--- src/rtl/s2cd_pkg.sv ---
// ----------------------------------------------------------------------------
// s2cd_pkg
// Shared types, constants and helpers of the seconds to calendar date core.
// ----------------------------------------------------------------------------
package s2cd_pkg;

	localparam int unsigned TS_W   = 32;
	localparam int unsigned ZONE_W = 7;

	localparam logic [ZONE_W-1:0] ZONE_RESET      = 7'd22;
	localparam logic [9:0]        SEC_PER_QUARTER = 10'd900;

	// 86400 = 675 * 2^7: divide the upper 25 bits by 675, low 7 bits pass
	localparam int unsigned DAY_LO_W = 7;
	localparam int unsigned DAY_HI_W = 25;
	localparam int unsigned DAYS_W   = 16;
	// floor(x / 675) = (x * DAY_RECIP) >> 35 for x < 2^25
	localparam logic [25:0] DAY_RECIP   = 26'd50903317;
	localparam logic [9:0]  DAY_DIVISOR = 10'd675;

	// floor(t / 3600) = (t * HOUR_RECIP) >> 29 for t < 86400
	localparam int unsigned CLK_W        = 17;
	localparam logic [17:0] HOUR_RECIP   = 18'd149131;
	localparam logic [11:0] SEC_PER_HOUR = 12'd3600;

	// floor(r / 60) = (r * MIN_RECIP) >> 18 for r < 3600
	localparam int unsigned HREM_W      = 12;
	localparam logic [12:0] MIN_RECIP   = 13'd4370;
	localparam logic [5:0]  SEC_PER_MIN = 6'd60;

	localparam logic [2:0] DIV_LAST_STEP = 3'd5;

	localparam logic [10:0] BASE_YEAR  = 11'd1900;
	localparam logic [7:0]  YEAR_SPAN  = 8'd136;
	localparam logic [8:0]  DAYS_COMMON = 9'd365;
	localparam logic [8:0]  DAYS_LEAP   = 9'd366;
	localparam logic [2:0]  WD_EPOCH    = 3'd1;   // 1900-01-01 was a Monday

	localparam logic [3:0] MON_FEB = 4'd1;
	localparam logic [3:0] MON_JUL = 4'd6;
	localparam logic [3:0] MON_DEC = 4'd11;

	typedef enum logic [2:0] {
		ST_IDLE,
		ST_DIV,
		ST_YEAR,
		ST_MONTH,
		ST_FIN
	} back_state_t;

	function automatic logic [4:0] month_len(input logic leap, input logic [3:0] mon);
		logic [3:0] m;
		m = (mon > MON_JUL) ? mon - 4'd1 : mon;
		if (mon == MON_FEB)
			return 5'd28 + {4'd0, leap};
		return m[0] ? 5'd30 : 5'd31;
	endfunction

	// value mod 7 for value < 49
	function automatic logic [2:0] mod7(input logic [5:0] v);
		logic [5:0] r;
		r = v;
		if (r >= 6'd28) r = r - 6'd28;
		if (r >= 6'd14) r = r - 6'd14;
		if (r >= 6'd7)  r = r - 6'd7;
		return r[2:0];
	endfunction

endpackage

--- src/rtl/s2cd_ts_if.sv ---
// ----------------------------------------------------------------------------
// s2cd_ts_if
// Valid/ready channel carrying one 32-bit seconds count per beat.
// ----------------------------------------------------------------------------
interface s2cd_ts_if;
	logic        valid;
	logic        ready;
	logic [31:0] timestamp_seconds;

	modport source(output valid, output timestamp_seconds, input ready);
	modport sink(input valid, input timestamp_seconds, output ready);
endinterface

--- src/rtl/s2cd_cfg_if.sv ---
// ----------------------------------------------------------------------------
// s2cd_cfg_if
// Write channel for the time-zone offset register.
// ----------------------------------------------------------------------------
interface s2cd_cfg_if;
	logic       valid;
	logic       ready;
	logic [6:0] zone_quarter_hours;

	modport source(output valid, output zone_quarter_hours, input ready);
	modport sink(input valid, input zone_quarter_hours, output ready);
endinterface

--- src/rtl/s2cd_date_if.sv ---
// ----------------------------------------------------------------------------
// s2cd_date_if
// Valid/ready channel carrying one calendar date and time of day per beat.
// ----------------------------------------------------------------------------
interface s2cd_date_if;
	logic        valid;
	logic        ready;
	logic [10:0] year;
	logic [3:0]  month;
	logic [4:0]  day;
	logic [4:0]  hour;
	logic [5:0]  minute;
	logic [5:0]  second;
	logic [2:0]  weekday;

	modport source(output valid, output year, output month, output day, output hour,
		output minute, output second, output weekday, input ready);
	modport sink(input valid, input year, input month, input day, input hour,
		input minute, input second, input weekday, output ready);
endinterface

--- src/rtl/seconds_to_calendar_date_core.sv ---
// ----------------------------------------------------------------------------
// seconds_to_calendar_date_core
// Seconds since 1900 plus zone offset to Gregorian date, time and weekday.
// ----------------------------------------------------------------------------
// channel | modport | beat
// cfg     | sink    | zone_quarter_hours, offset in 15 minute units
// stamp   | sink    | timestamp_seconds, seconds since 1900-01-01
// date    | source  | year, month, day, hour, minute, second, weekday
//
// One timestamp passes the back sequencer through division, a year loop over Y the
// years past 1900 (up to 136), a month loop over M the month index (up to 11), and finish.
// The result register loads in the finish step.
// A result still waiting on the date channel holds the back in its finish step.
// The offset stage and a two-entry queue keep taking beats while the back works.
// Reset loads the zone register with 22 and empties every stage.
// ----------------------------------------------------------------------------
module seconds_to_calendar_date_core (
	input  logic        clk,
	input  logic        arst_n,
	s2cd_cfg_if.sink    cfg,
	s2cd_ts_if.sink     stamp,
	s2cd_date_if.source date
);

	s2cd_ts_if front_ts ();
	s2cd_ts_if back_ts ();

	s2cd_front u_front (
		.clk      (clk),
		.arst_n   (arst_n),
		.cfg      (cfg),
		.stamp    (stamp),
		.local_ts (front_ts)
	);

	s2cd_fifo u_fifo (
		.clk    (clk),
		.arst_n (arst_n),
		.wr     (front_ts),
		.rd     (back_ts)
	);

	s2cd_back u_back (
		.clk      (clk),
		.arst_n   (arst_n),
		.local_ts (back_ts),
		.date     (date)
	);

endmodule

--- src/rtl/s2cd_front.sv ---
// ----------------------------------------------------------------------------
// s2cd_front
// Holds the zone register, applies the offset and registers the local time.
// ----------------------------------------------------------------------------
module s2cd_front (
	input  logic          clk,
	input  logic          arst_n,
	s2cd_cfg_if.sink      cfg,
	s2cd_ts_if.sink       stamp,
	s2cd_ts_if.source     local_ts
);

	logic [s2cd_pkg::ZONE_W-1:0] zone_q;
	logic                        valid_s1;
	logic [s2cd_pkg::TS_W-1:0]   sum_s1;
	logic [16:0]                 offset;

	assign cfg.ready   = 1'b1;
	assign stamp.ready = !valid_s1 || local_ts.ready;
	assign offset      = {10'd0, zone_q} * {7'd0, s2cd_pkg::SEC_PER_QUARTER};

	always_ff @(posedge clk or negedge arst_n) begin
		if (!arst_n) begin
			zone_q <= s2cd_pkg::ZONE_RESET;
		end else if (cfg.valid) begin
			zone_q <= cfg.zone_quarter_hours;
		end
	end

	always_ff @(posedge clk or negedge arst_n) begin
		if (!arst_n) begin
			valid_s1 <= 1'b0;
		end else if (stamp.ready) begin
			valid_s1 <= stamp.valid;
		end
	end

	// wraps modulo 2^32
	always_ff @(posedge clk) begin
		if (stamp.valid && stamp.ready) begin
			sum_s1 <= stamp.timestamp_seconds + {15'd0, offset};
		end
	end

	assign local_ts.valid             = valid_s1;
	assign local_ts.timestamp_seconds = sum_s1;

endmodule

--- src/rtl/s2cd_fifo.sv ---
// ----------------------------------------------------------------------------
// s2cd_fifo
// Two-entry queue of local times between front and back.
// ----------------------------------------------------------------------------
module s2cd_fifo (
	input  logic      clk,
	input  logic      arst_n,
	s2cd_ts_if.sink   wr,
	s2cd_ts_if.source rd
);

	logic [s2cd_pkg::TS_W-1:0] mem [2];
	logic                      wr_ptr_q;
	logic                      rd_ptr_q;
	logic [1:0]                count_q;
	logic                      push;
	logic                      pop;

	assign wr.ready = (count_q != 2'd2);
	assign rd.valid = (count_q != 2'd0);
	assign rd.timestamp_seconds = mem[rd_ptr_q];
	assign push = wr.valid && wr.ready;
	assign pop  = rd.valid && rd.ready;

	always_ff @(posedge clk or negedge arst_n) begin
		if (!arst_n) begin
			wr_ptr_q <= 1'b0;
			rd_ptr_q <= 1'b0;
			count_q  <= 2'd0;
		end else begin
			if (push) wr_ptr_q <= !wr_ptr_q;
			if (pop)  rd_ptr_q <= !rd_ptr_q;
			unique case ({push, pop})
				2'b10:   count_q <= count_q + 2'd1;
				2'b01:   count_q <= count_q - 2'd1;
				default: count_q <= count_q;
			endcase
		end
	end

	always_ff @(posedge clk) begin
		if (push) begin
			mem[wr_ptr_q] <= wr.timestamp_seconds;
		end
	end

endmodule

--- src/rtl/s2cd_back.sv ---
// ----------------------------------------------------------------------------
// s2cd_back
// Sequencer: day division, year and month subtraction, time of day split.
// ----------------------------------------------------------------------------
module s2cd_back (
	input  logic        clk,
	input  logic        arst_n,
	s2cd_ts_if.sink     local_ts,
	s2cd_date_if.source date
);

	s2cd_pkg::back_state_t state_q, state_d;

	logic [2:0]                      cnt_q;
	logic [s2cd_pkg::DAY_HI_W-1:0]   x_q;
	logic [s2cd_pkg::DAY_LO_W-1:0]   lo_q;
	logic [s2cd_pkg::DAYS_W-1:0]     days_q;
	logic [s2cd_pkg::CLK_W-1:0]      tod_q;
	logic [4:0]                      hour_q;
	logic [s2cd_pkg::HREM_W-1:0]     hrem_q;
	logic [5:0]                      min_q;
	logic [5:0]                      sec_q;
	logic [7:0]                      yoff_q;
	logic [3:0]                      mon_q;
	logic [2:0]                      wd_q;
	logic                            leap_q;

	logic [50:0]                     day_prod;
	logic [9:0]                      day_rem;
	logic [34:0]                     hour_prod;
	logic [s2cd_pkg::HREM_W-1:0]     hour_rem;
	logic [24:0]                     min_prod;
	logic [5:0]                      sec_rem;

	logic       leap;
	logic [8:0] diy;
	logic       yr_ge;
	logic [4:0] dim;
	logic       mo_ge;

	logic       ovalid_q;
	logic       ld_out;

	// remainders are below 2^n, so n-bit wrapping arithmetic is exact
	assign day_prod  = {26'd0, x_q} * {25'd0, s2cd_pkg::DAY_RECIP};
	assign day_rem   = x_q[9:0] - days_q[9:0] * s2cd_pkg::DAY_DIVISOR;
	assign hour_prod = {18'd0, tod_q} * {17'd0, s2cd_pkg::HOUR_RECIP};
	assign hour_rem  = tod_q[11:0] - {7'd0, hour_q} * s2cd_pkg::SEC_PER_HOUR;
	assign min_prod  = {13'd0, hrem_q} * {12'd0, s2cd_pkg::MIN_RECIP};
	assign sec_rem   = hrem_q[5:0] - min_q * s2cd_pkg::SEC_PER_MIN;

	// offset 0 is 1900 (not leap); 2000 is leap; range ends before 2100
	assign leap  = (yoff_q[1:0] == 2'd0) && (yoff_q != 8'd0);
	assign diy   = leap ? s2cd_pkg::DAYS_LEAP : s2cd_pkg::DAYS_COMMON;
	assign yr_ge = days_q >= {7'd0, diy};
	assign dim   = s2cd_pkg::month_len(leap_q, mon_q);
	assign mo_ge = (mon_q != s2cd_pkg::MON_DEC) && (days_q >= {11'd0, dim});

	always_ff @(posedge clk or negedge arst_n) begin
		if (!arst_n) begin
			state_q <= s2cd_pkg::ST_IDLE;
		end else begin
			state_q <= state_d;
		end
	end

	always_comb begin
		state_d        = state_q;
		ld_out         = 1'b0;
		local_ts.ready = 1'b0;
		unique case (state_q)
			s2cd_pkg::ST_IDLE: begin
				local_ts.ready = 1'b1;
				if (local_ts.valid) begin
					state_d = s2cd_pkg::ST_DIV;
				end
			end
			s2cd_pkg::ST_DIV: begin
				if (cnt_q == s2cd_pkg::DIV_LAST_STEP) begin
					state_d = s2cd_pkg::ST_YEAR;
				end
			end
			s2cd_pkg::ST_YEAR: begin
				if (!yr_ge) state_d = s2cd_pkg::ST_MONTH;
			end
			s2cd_pkg::ST_MONTH: begin
				if (!mo_ge) state_d = s2cd_pkg::ST_FIN;
			end
			s2cd_pkg::ST_FIN: begin
				if (!ovalid_q || date.ready) begin
					ld_out  = 1'b1;
					state_d = s2cd_pkg::ST_IDLE;
				end
			end
			default: state_d = s2cd_pkg::ST_IDLE;
		endcase
	end

	always_ff @(posedge clk) begin
		unique case (state_q)
			s2cd_pkg::ST_IDLE: begin
				x_q   <= local_ts.timestamp_seconds[31:7];
				lo_q  <= local_ts.timestamp_seconds[6:0];
				cnt_q <= 3'd0;
			end
			s2cd_pkg::ST_DIV: begin
				// each register settles in the cycle after its source
				days_q <= day_prod[50:35];
				tod_q  <= {day_rem, lo_q};
				hour_q <= hour_prod[33:29];
				hrem_q <= hour_rem;
				min_q  <= min_prod[23:18];
				sec_q  <= sec_rem;
				cnt_q  <= cnt_q + 3'd1;
				yoff_q <= 8'd0;
				wd_q   <= s2cd_pkg::WD_EPOCH;
			end
			s2cd_pkg::ST_YEAR: begin
				leap_q <= leap;
				mon_q  <= 4'd0;
				if (yr_ge) begin
					days_q <= days_q - {7'd0, diy};
					yoff_q <= yoff_q + 8'd1;
					wd_q   <= s2cd_pkg::mod7({3'd0, wd_q} + (leap ? 6'd2 : 6'd1));
				end
			end
			s2cd_pkg::ST_MONTH: begin
				if (mo_ge) begin
					days_q <= days_q - {11'd0, dim};
					mon_q  <= mon_q + 4'd1;
					wd_q   <= s2cd_pkg::mod7({3'd0, wd_q} + {1'b0, dim - 5'd28});
				end
			end
			default: begin
			end
		endcase
	end

	always_ff @(posedge clk or negedge arst_n) begin
		if (!arst_n) begin
			ovalid_q <= 1'b0;
		end else if (ld_out) begin
			ovalid_q <= 1'b1;
		end else if (date.ready) begin
			ovalid_q <= 1'b0;
		end
	end

	always_ff @(posedge clk) begin
		if (ld_out) begin
			date.year    <= s2cd_pkg::BASE_YEAR + {3'd0, yoff_q};
			date.month   <= mon_q + 4'd1;
			date.day     <= days_q[4:0] + 5'd1;
			date.hour    <= hour_q;
			date.minute  <= min_q;
			date.second  <= sec_q;
			date.weekday <= s2cd_pkg::mod7({3'd0, wd_q} + {1'b0, days_q[4:0]});
		end
	end

	assign date.valid = ovalid_q;

`ifndef SYNTH
	a_year_span: assert property (@(posedge clk) disable iff (!arst_n)
		state_q == s2cd_pkg::ST_YEAR |-> yoff_q <= s2cd_pkg::YEAR_SPAN)
		else $error("year offset beyond range");
	a_div_to_year: assert property (@(posedge clk) disable iff (!arst_n)
		(state_q == s2cd_pkg::ST_DIV && cnt_q == s2cd_pkg::DIV_LAST_STEP)
		|=> state_q == s2cd_pkg::ST_YEAR)
		else $error("day division did not hand over");
	a_fin_day: assert property (@(posedge clk) disable iff (!arst_n)
		state_q == s2cd_pkg::ST_FIN |-> days_q < 16'd31 && mon_q <= s2cd_pkg::MON_DEC)
		else $error("day of month out of range at finish");
	a_fin_time: assert property (@(posedge clk) disable iff (!arst_n)
		state_q == s2cd_pkg::ST_FIN |-> hour_q < 5'd24 && min_q < 6'd60 && sec_q < 6'd60)
		else $error("time of day out of range at finish");
	a_out_src: assert property (@(posedge clk) disable iff (!arst_n)
		$rose(ovalid_q) |-> $past(state_q == s2cd_pkg::ST_FIN))
		else $error("result raised outside finish");
`endif

endmodule
--- src/flat_wrapper.sv ---
// flat-port wrapper written by rule: the top's interface ports become plain ports
module seconds_to_calendar_date_core_flat 
  (clk, arst_n, cfg_valid, cfg_zone_quarter_hours, cfg_ready, stamp_valid, stamp_timestamp_seconds, stamp_ready, date_valid, date_year, date_month, date_day, date_hour, date_minute, date_second, date_weekday, date_ready);
  s2cd_cfg_if cfg_i ();
  s2cd_ts_if stamp_i ();
  s2cd_date_if date_i ();
  input  logic clk;
  input  logic arst_n;
  input wire logic [$bits(cfg_i.valid)-1:0] cfg_valid;
  input wire logic [$bits(cfg_i.zone_quarter_hours)-1:0] cfg_zone_quarter_hours;
  output wire logic [$bits(cfg_i.ready)-1:0] cfg_ready;
  input wire logic [$bits(stamp_i.valid)-1:0] stamp_valid;
  input wire logic [$bits(stamp_i.timestamp_seconds)-1:0] stamp_timestamp_seconds;
  output wire logic [$bits(stamp_i.ready)-1:0] stamp_ready;
  output wire logic [$bits(date_i.valid)-1:0] date_valid;
  output wire logic [$bits(date_i.year)-1:0] date_year;
  output wire logic [$bits(date_i.month)-1:0] date_month;
  output wire logic [$bits(date_i.day)-1:0] date_day;
  output wire logic [$bits(date_i.hour)-1:0] date_hour;
  output wire logic [$bits(date_i.minute)-1:0] date_minute;
  output wire logic [$bits(date_i.second)-1:0] date_second;
  output wire logic [$bits(date_i.weekday)-1:0] date_weekday;
  input wire logic [$bits(date_i.ready)-1:0] date_ready;
  assign cfg_i.valid = cfg_valid;
  assign cfg_i.zone_quarter_hours = cfg_zone_quarter_hours;
  assign cfg_ready = cfg_i.ready;
  assign stamp_i.valid = stamp_valid;
  assign stamp_i.timestamp_seconds = stamp_timestamp_seconds;
  assign stamp_ready = stamp_i.ready;
  assign date_valid = date_i.valid;
  assign date_year = date_i.year;
  assign date_month = date_i.month;
  assign date_day = date_i.day;
  assign date_hour = date_i.hour;
  assign date_minute = date_i.minute;
  assign date_second = date_i.second;
  assign date_weekday = date_i.weekday;
  assign date_i.ready = date_ready;
  seconds_to_calendar_date_core u_core (.clk(clk), .arst_n(arst_n), .cfg(cfg_i), .stamp(stamp_i), .date(date_i));
endmodule
--- config.mk ---
export PLATFORM = sky130hd
export DESIGN_NAME = seconds_to_calendar_date_core_flat
export DESIGN_NICKNAME = d
export VERILOG_FILES = /design/src/rtl/s2cd_pkg.sv /design/src/rtl/s2cd_ts_if.sv /design/src/rtl/s2cd_cfg_if.sv /design/src/rtl/s2cd_date_if.sv /design/src/rtl/seconds_to_calendar_date_core.sv /design/src/rtl/s2cd_front.sv /design/src/rtl/s2cd_fifo.sv /design/src/rtl/s2cd_back.sv /design/src/flat_wrapper.sv
export SDC_FILE = /design/constraint.sdc
export NUM_CORES = 1
export LEC_CHECK = 0
export BUFFER_PORTS_ARGS = -buffer_cell sky130_fd_sc_hd__buf_2
export CAP_MARGIN = 5
export CORE_UTILIZATION = 59
export DETAILED_ROUTE_END_ITERATION = 7
export GPL_ROUTABILITY_DRIVEN = 0
export GPL_TIMING_DRIVEN = 0
export PLACE_DENSITY = 0.79
export SYNTH_ARGS = -nofsm -noshare
export SYNTH_HDL_FRONTEND = slang
export SYNTH_HIERARCHICAL = 1
export SYNTH_SLANG_ARGS = --single-unit
--- constraint.sdc ---
create_clock -name clk -period 6.2 [get_ports clk]
set_clock_uncertainty 0.15 [all_clocks]
set_input_delay 0.62 -clock clk [delete_from_list [all_inputs] [get_ports clk]]
set_output_delay 0.62 -clock clk [all_outputs]
set_load 0.05 [all_outputs]
**Word-level counts from Yosys, hierarchy flattened**

Memory sizes are Yosys's and may differ from the RTL's. A register that Yosys moved wholly into a read port is not among the register bits.
Index checks and enable logic that the tools add are counted.

- $lt $le $gt $ge: 12
- $mul: 7
- Equality and inequality tests: 17
- $add $sub $neg: 28
- Multiplexer cells: 51
- Reductions and logical operators: 25

Operators with widths:

| kind | count |
|---|---|
| 6-bit two-way mux | 16 |
| 25-bit by 26-bit multiplier with 51-bit output, second input constant | 1 |
| 16-bit case mux with 3 select lines | 1 |
| 17-bit by 18-bit multiplier with 34-bit output, second input constant | 1 |
| 32-bit by 17-bit adder with 32-bit output | 1 |
| 16-bit two-way mux | 2 |
| 3-bit two-way mux | 10 |
| 12-bit by 12-bit multiplier with 23-bit output, second input constant | 1 |
| 6-bit by 3-bit greater-or-equal comparator with 1-bit output, second input constant | 3 |
| 6-bit by 4-bit greater-or-equal comparator with 1-bit output, second input constant | 3 |
| 6-bit by 4-bit subtractor with 6-bit output, second input constant | 3 |
| 16-bit by 5-bit greater-or-equal comparator with 1-bit output | 1 |
| 16-bit by 9-bit greater-or-equal comparator with 1-bit output | 1 |
| 8-bit case mux with 2 select lines | 1 |
| 16-bit by 5-bit subtractor with 16-bit output | 1 |
| 16-bit by 9-bit subtractor with 16-bit output | 1 |
| 7-bit by 8-bit multiplier with 15-bit output, second input constant | 1 |
| 3-bit case mux with 5 select lines | 1 |
| 2-bit inequality test, second input constant | 7 |
| 3-bit by 5-bit adder with 6-bit output | 2 |
| 6-bit by 5-bit greater-or-equal comparator with 1-bit output, second input constant | 2 |
| 2-bit nonzero test | 6 |
| 12-bit subtractor | 1 |
| 6-bit by 5-bit subtractor with 6-bit output, second input constant | 2 |
| other kinds (47) | 71 |

- Output and inout port bits: 43
- Register bits after elaboration: 169
- Memories: 1
- Logic and storage cells: 167
- RAM bits: 64
- Input bits: 44

Memories:

| name | depth | bits a word | read ports | clocked after memory_dff | wr ports | line | source |
|---|---|---|---|---|---|---|---|
| u_core.u_fifo.mem | 2 | 32 | 1 | 1 | 1 | s2cd_fifo.sv:12 | `logic [s2cd_pkg::TS_W-1:0] mem [2];` |

**Longest topological paths before layout**

- Depth in word-level cells: 18
- Depth in mapped cells: 26

**By module**

The synthesis kept the hierarchy.

By module, submodules not included:

| module | area each (um^2) | cells each | times used | seq. area each (um^2) |
|---|---|---|---|---|
| s2cd_back | 23,423.7 | 2,211 | 1 | 4,664.5 |
| s2cd_front | 3,201.8 | 310 | 1 | 1,164.9 |
| s2cd_fifo | 2,516.2 | 117 | 1 | 2,021.9 |

**Worst setup path before layout**

No wires, ideal clock.

- Kind: register to register
- Start: register u_core/u_back/x_q[10] (netlist bit)
- End: register u_core/u_back/days_q[9] (netlist bit) (data pin)
- Clock period less this slack: 6.781 ns
- Stages on the path, launching flop included: 23
- Path buffers: 0
- Setup time: 0.259 ns
- Data arrival time: 6.372 ns
- Slack: -0.581 ns
- Required time: 5.791 ns
- Cell sequence: edfxtp_1 fa_1 ha_1 inv_1 fa_1 inv_1 fa_1 inv_1 fa_1 fa_1 fa_1 inv_1 ha_1 a21o_1 a21o_1 a211o_1 a31oi_1 nor4_1 o311a_1 o41a_1 a21oi_1 nor4b_1 a211o_1

- Word-level cells in the longest chain between the ends: 2

RTL lines:

| what | line | source |
|---|---|---|
| start, declared | s2cd_back.sv:15 | `logic [s2cd_pkg::DAY_HI_W-1:0] x_q;` |
| start signal, assigned | s2cd_back.sv:102 | `x_q <= local_ts.timestamp_seconds[31:7];` |
| 25-bit by 26-bit multiplier with 51-bit output | s2cd_back.sv:45 | `assign day_prod = {26'd0, x_q} * {25'd0, s2cd_pkg::DAY_RECIP};` |
| 16-bit case mux with 3 select lines | s2cd_back.sv:100 | `unique case (state_q)` |
| end signal, assigned | s2cd_back.sv:108 | `days_q <= day_prod[50:35];` |
| end signal, assigned | s2cd_back.sv:122 | `days_q <= days_q - {7'd0, diy};` |
| end signal, assigned | s2cd_back.sv:129 | `days_q <= days_q - {11'd0, dim};` |
| end, declared | s2cd_back.sv:17 | `logic [s2cd_pkg::DAYS_W-1:0] days_q;` |

No other way between the ends.
A chain may end at the register's enable or synchronous reset.

**Worst setup path after layout**

- Start: register u_core/u_back/x_q[18] (netlist bit)
- End: register u_core/u_back/days_q[14] (netlist bit) (data pin)

The elaborated chain is that of the path after synthesis.

==> out/metrics.csv <==
metric;value;unit
status;finished, violations left;
violations;negative setup slack;
met3_length;3.30;mm
synth-seq-cells;264;
drive_above_1_share;0.137;
worstPathMaxFanout;4;
instances_no_fill;3549;
fin_crit_sh;1.10;
grt_first_pass_wirelength;104;mm
syn_area;0.0291;mm²
n_antenna_cell;0;
crit_path_frequent_cell;fa_1;
async_reset_ff_frac;0.0606;
grt_max_degree;47;
dieWidth;224;µm
drtAntennaViolNets;0;
synth-edff-count;248;
worst_pin_slew;1140;ps
slew_headroom;0.230;
rsz0062_at_grt;true;
drtIter0Drc;1077;
grt_usage;0.263;
wirelength;64.4;mm
synth_nets;3588;
antenna_found_initial;1;
wl_per_cell;18.2;µm
dr.max_layer_used;met5;
ys_seq_area_frac;0.269;
endpoint_kind;flop;
worstHoldPathType;input pin to flop;
wl_met2;33.3;mm
worstSetupStartpoint;u_core/u_back/x_q[18]$_DFFE_PP_;
worstPathRequired;6330;ps
cp.arrival;6940;ps
clkSinkCount;264;
path_class;flop to flop;
fmax;147;MHz
period_needed;6810;ps
setup_viol;16;
worst_slack;-613;ps
synth_top_area_share;0.268;
finalNetCount;3814;
initial_utilization;0.597;
critPathMaxStageDelay;580;ps
synth_flop_cell;edfxtp_1;
path_cells;fa_1 > ha_1 > inv_2 > fa_1 > inv_1 > fa_2 > fa_1 > fa_1 > inv_1 > fa_1 > inv_2 > ha_4 > nand4_1 > nor2_4 > and3b_2 > nand4_1 > o211ai_1 > buf_4 > a21oi_4 > buf_12 > o31ai_4 > a21oi_2 > xor2_1 > o21ai_1;
worstSkewPairLatency;550;ps
slowest_stage;fa_2;
area_delta_synth_final;13.0;%
cts_buffer_depth;3;
drv_cap;0;
hold_viol;0;
reg2reg_depth;24;
place_inst;3391;
drtPass1Iterations;5;
rrSetupSlack;-610;ps
clkTransAtPathRegs;60;ps
drc;0;
vias;19826;
synth_area_leaders;ha_1 (27%), edfxtp_1 (26%), fa_1 (19%);
core-area;0.0488;mm²
ys_warn_count;6;
worstSetupEndpoint;u_core/u_back/days_q[14]$_DFFE_PP_;
synth_cell_type_count;77;
numPortBuffers;85;
min-delay-start;stamp_timestamp_seconds[0];
r2r-end;u_core/u_back/days_q[14]$_DFFE_PP_;
grt_overflow;0;
synth_top_cell_by_area;ha_1;
syn_avg_cell_area;11.0;µm²
timing.rr.start;u_core/u_back/x_q[18]$_DFFE_PP_;
synth_cells;2638;
grt_pass1_vias;21199;
vias_per_cell;5.59;
slew_viol_final;0;
die_h;224;µm
ioPinCount;87;
dp_hpwl;48.9;mm
cts_buffers;27;
num_rows;81;
h-tree-depth;1;
startpoint_type;flop;
cts_tree;yes;
cts_root_buffer;clkbuf_16;
dieArea;0.0503;mm²
wl_met1;24.8;mm
## registers in the layout, summed over array words and instances (netlist names), 7 cells and up
| register | cells |
|---|---|
| u_core/u_front/zone_q | 7 |
| u_core/u_back/hrem_q | 12 |
| u_core/u_fifo/mem | 64 |
| u_core/u_back/days_q | 16 |
| u_core/u_front/local_ts.timestamp_seconds | 32 |
| u_core/u_back/x_q | 25 |
| u_core/u_back/date.year | 10 |
| u_core/u_back/yoff_q | 8 |
| u_core/u_back/tod_q | 17 |
| u_core/u_back/lo_q | 7 |
## layout make-up
class	instances	area, µm²
well taps	664	831
clock buffers	31	691
fillers	3444	15900
clock inverters	19	284
repair buffers	197	1420
plain buffers	26	146
inverters	589	2220
multi-input cells	1759	19500
flip-flops and latches	264	7850
## logic make-up (layout without fill, tap and decap cells)
family	count (synthesis)	in the layout	share of synthesized area
other cells	1	1	0.000129
simple gates	339	339	0.0561
compound gates	327	327	0.0726
xor+xnor	141	141	0.0424
fa+ha+maj	906	906	0.462
flops	264	264	0.269
mux	45	45	0.0171
buf+inv	615	862	0.0805
## metrics by stage
stage               cell area, µm²  setup slack, ps  hold WS [ps]  setup TNS [ps]   util
floorplan                    29300             -254           174            -442      -
global placement             30500            -1260           256          -15640  0.625
detailed placement           30600            -1280           263          -16940  0.626
CTS                          32700             -488          85.0           -3410  0.669
global route                 32900             -757          88.2           -8870  0.674
finish                       32900             -613           105           -6500  0.674
## worst min path at each step
stage                                                                  end  slack [ps]  depth (start not counted)
floorplan                             u_core/u_back/date.valid$_DFFE_PN0P_         170                          0
global placement                    u_core/u_back/date.second[0]$_DFFE_PP_         260                          0
detailed placement                  u_core/u_back/date.second[5]$_DFFE_PP_         260                          0
CTS                 u_core/u_front/local_ts.timestamp_seconds[0]$_DFFE_PP_          90                          1
global route        u_core/u_front/local_ts.timestamp_seconds[0]$_DFFE_PP_          90                          1
finish              u_core/u_front/local_ts.timestamp_seconds[0]$_DFFE_PP_         100                          1
## what timing repair did
item / 4_1_cts / 5_1_grt
hold buffers: 1 / 0
resized for setup: 88 / 27
pin swaps: 61 / 19
endpoints found under the setup margin: 16 / 18
setup buffers: 83 / 24
endpoints found under the hold margin: 13 / 0
## metal layers
layer,vias to the layer above,track usage
met3,194,0.0380
met2,579,0.477
li1,9282,-
met4,2,0.118
met1,9769,0.307
met5,-,0
## cell usage after synthesis, types with 4 or more instances
cell and n:
mux2_2 38, and2_1 7, a31oi_1 12, nor4_1 4
a21o_1 51, dfrtp_1 13, o21bai_1 8, o41ai_1 4
o211ai_1 10, and3_1 12, a31o_2 4, clkbuf_1 13
mux2i_1 6, xor2_1 47, nand2_1 109, nor3_1 19
or2_2 5, nor2b_1 14, a211oi_1 7, buf_2 4
a211o_1 8, o31ai_1 10, a21oi_1 91, nor2_1 85
nand3_1 23, ha_1 624, edfxtp_1 248, nand4_1 20
inv_1 588, o21ai_1 6, fa_1 282, o21ai_0 65
xnor2_1 94, o21a_1 17, a21boi_0 4, nand2b_1 17
## critical path, delay by kind of cell, from the launching register on
family,cells,cell delay [ps]
AO/OA/AOI/OAI,5,710
AND/OR/NAND/NOR,4,590
adder cells (fa/ha/maj),8,3760
buffers and inverters,6,580
XOR/XNOR,1,260
flip-flops,1,500
## cell usage in the layout (no fill, tap or decap), types with 18 or more instances in the layout
master     netlist  final
buf_6            3     22
nand3_1         23     22
xnor2_1         94     91
ha_1           624    600
nand4_1         20     20
xor2_1          47     45
fa_1           282    276
inv_1          588    573
a21o_1          51     51
nor2_1          85     82
buf_4            3     90
o21ai_0         65     50
buf_2            4     89
clkbuf_16        0     27
a21oi_1         91     79
edfxtp_1       248    248
nor3_1          19     18
ha_4             0     18
nand2_1        109    109
mux2_2          38     38
Power is not shown: default switching activity piles up to over one toggle a cycle in this logic, so the estimate is an artifact.
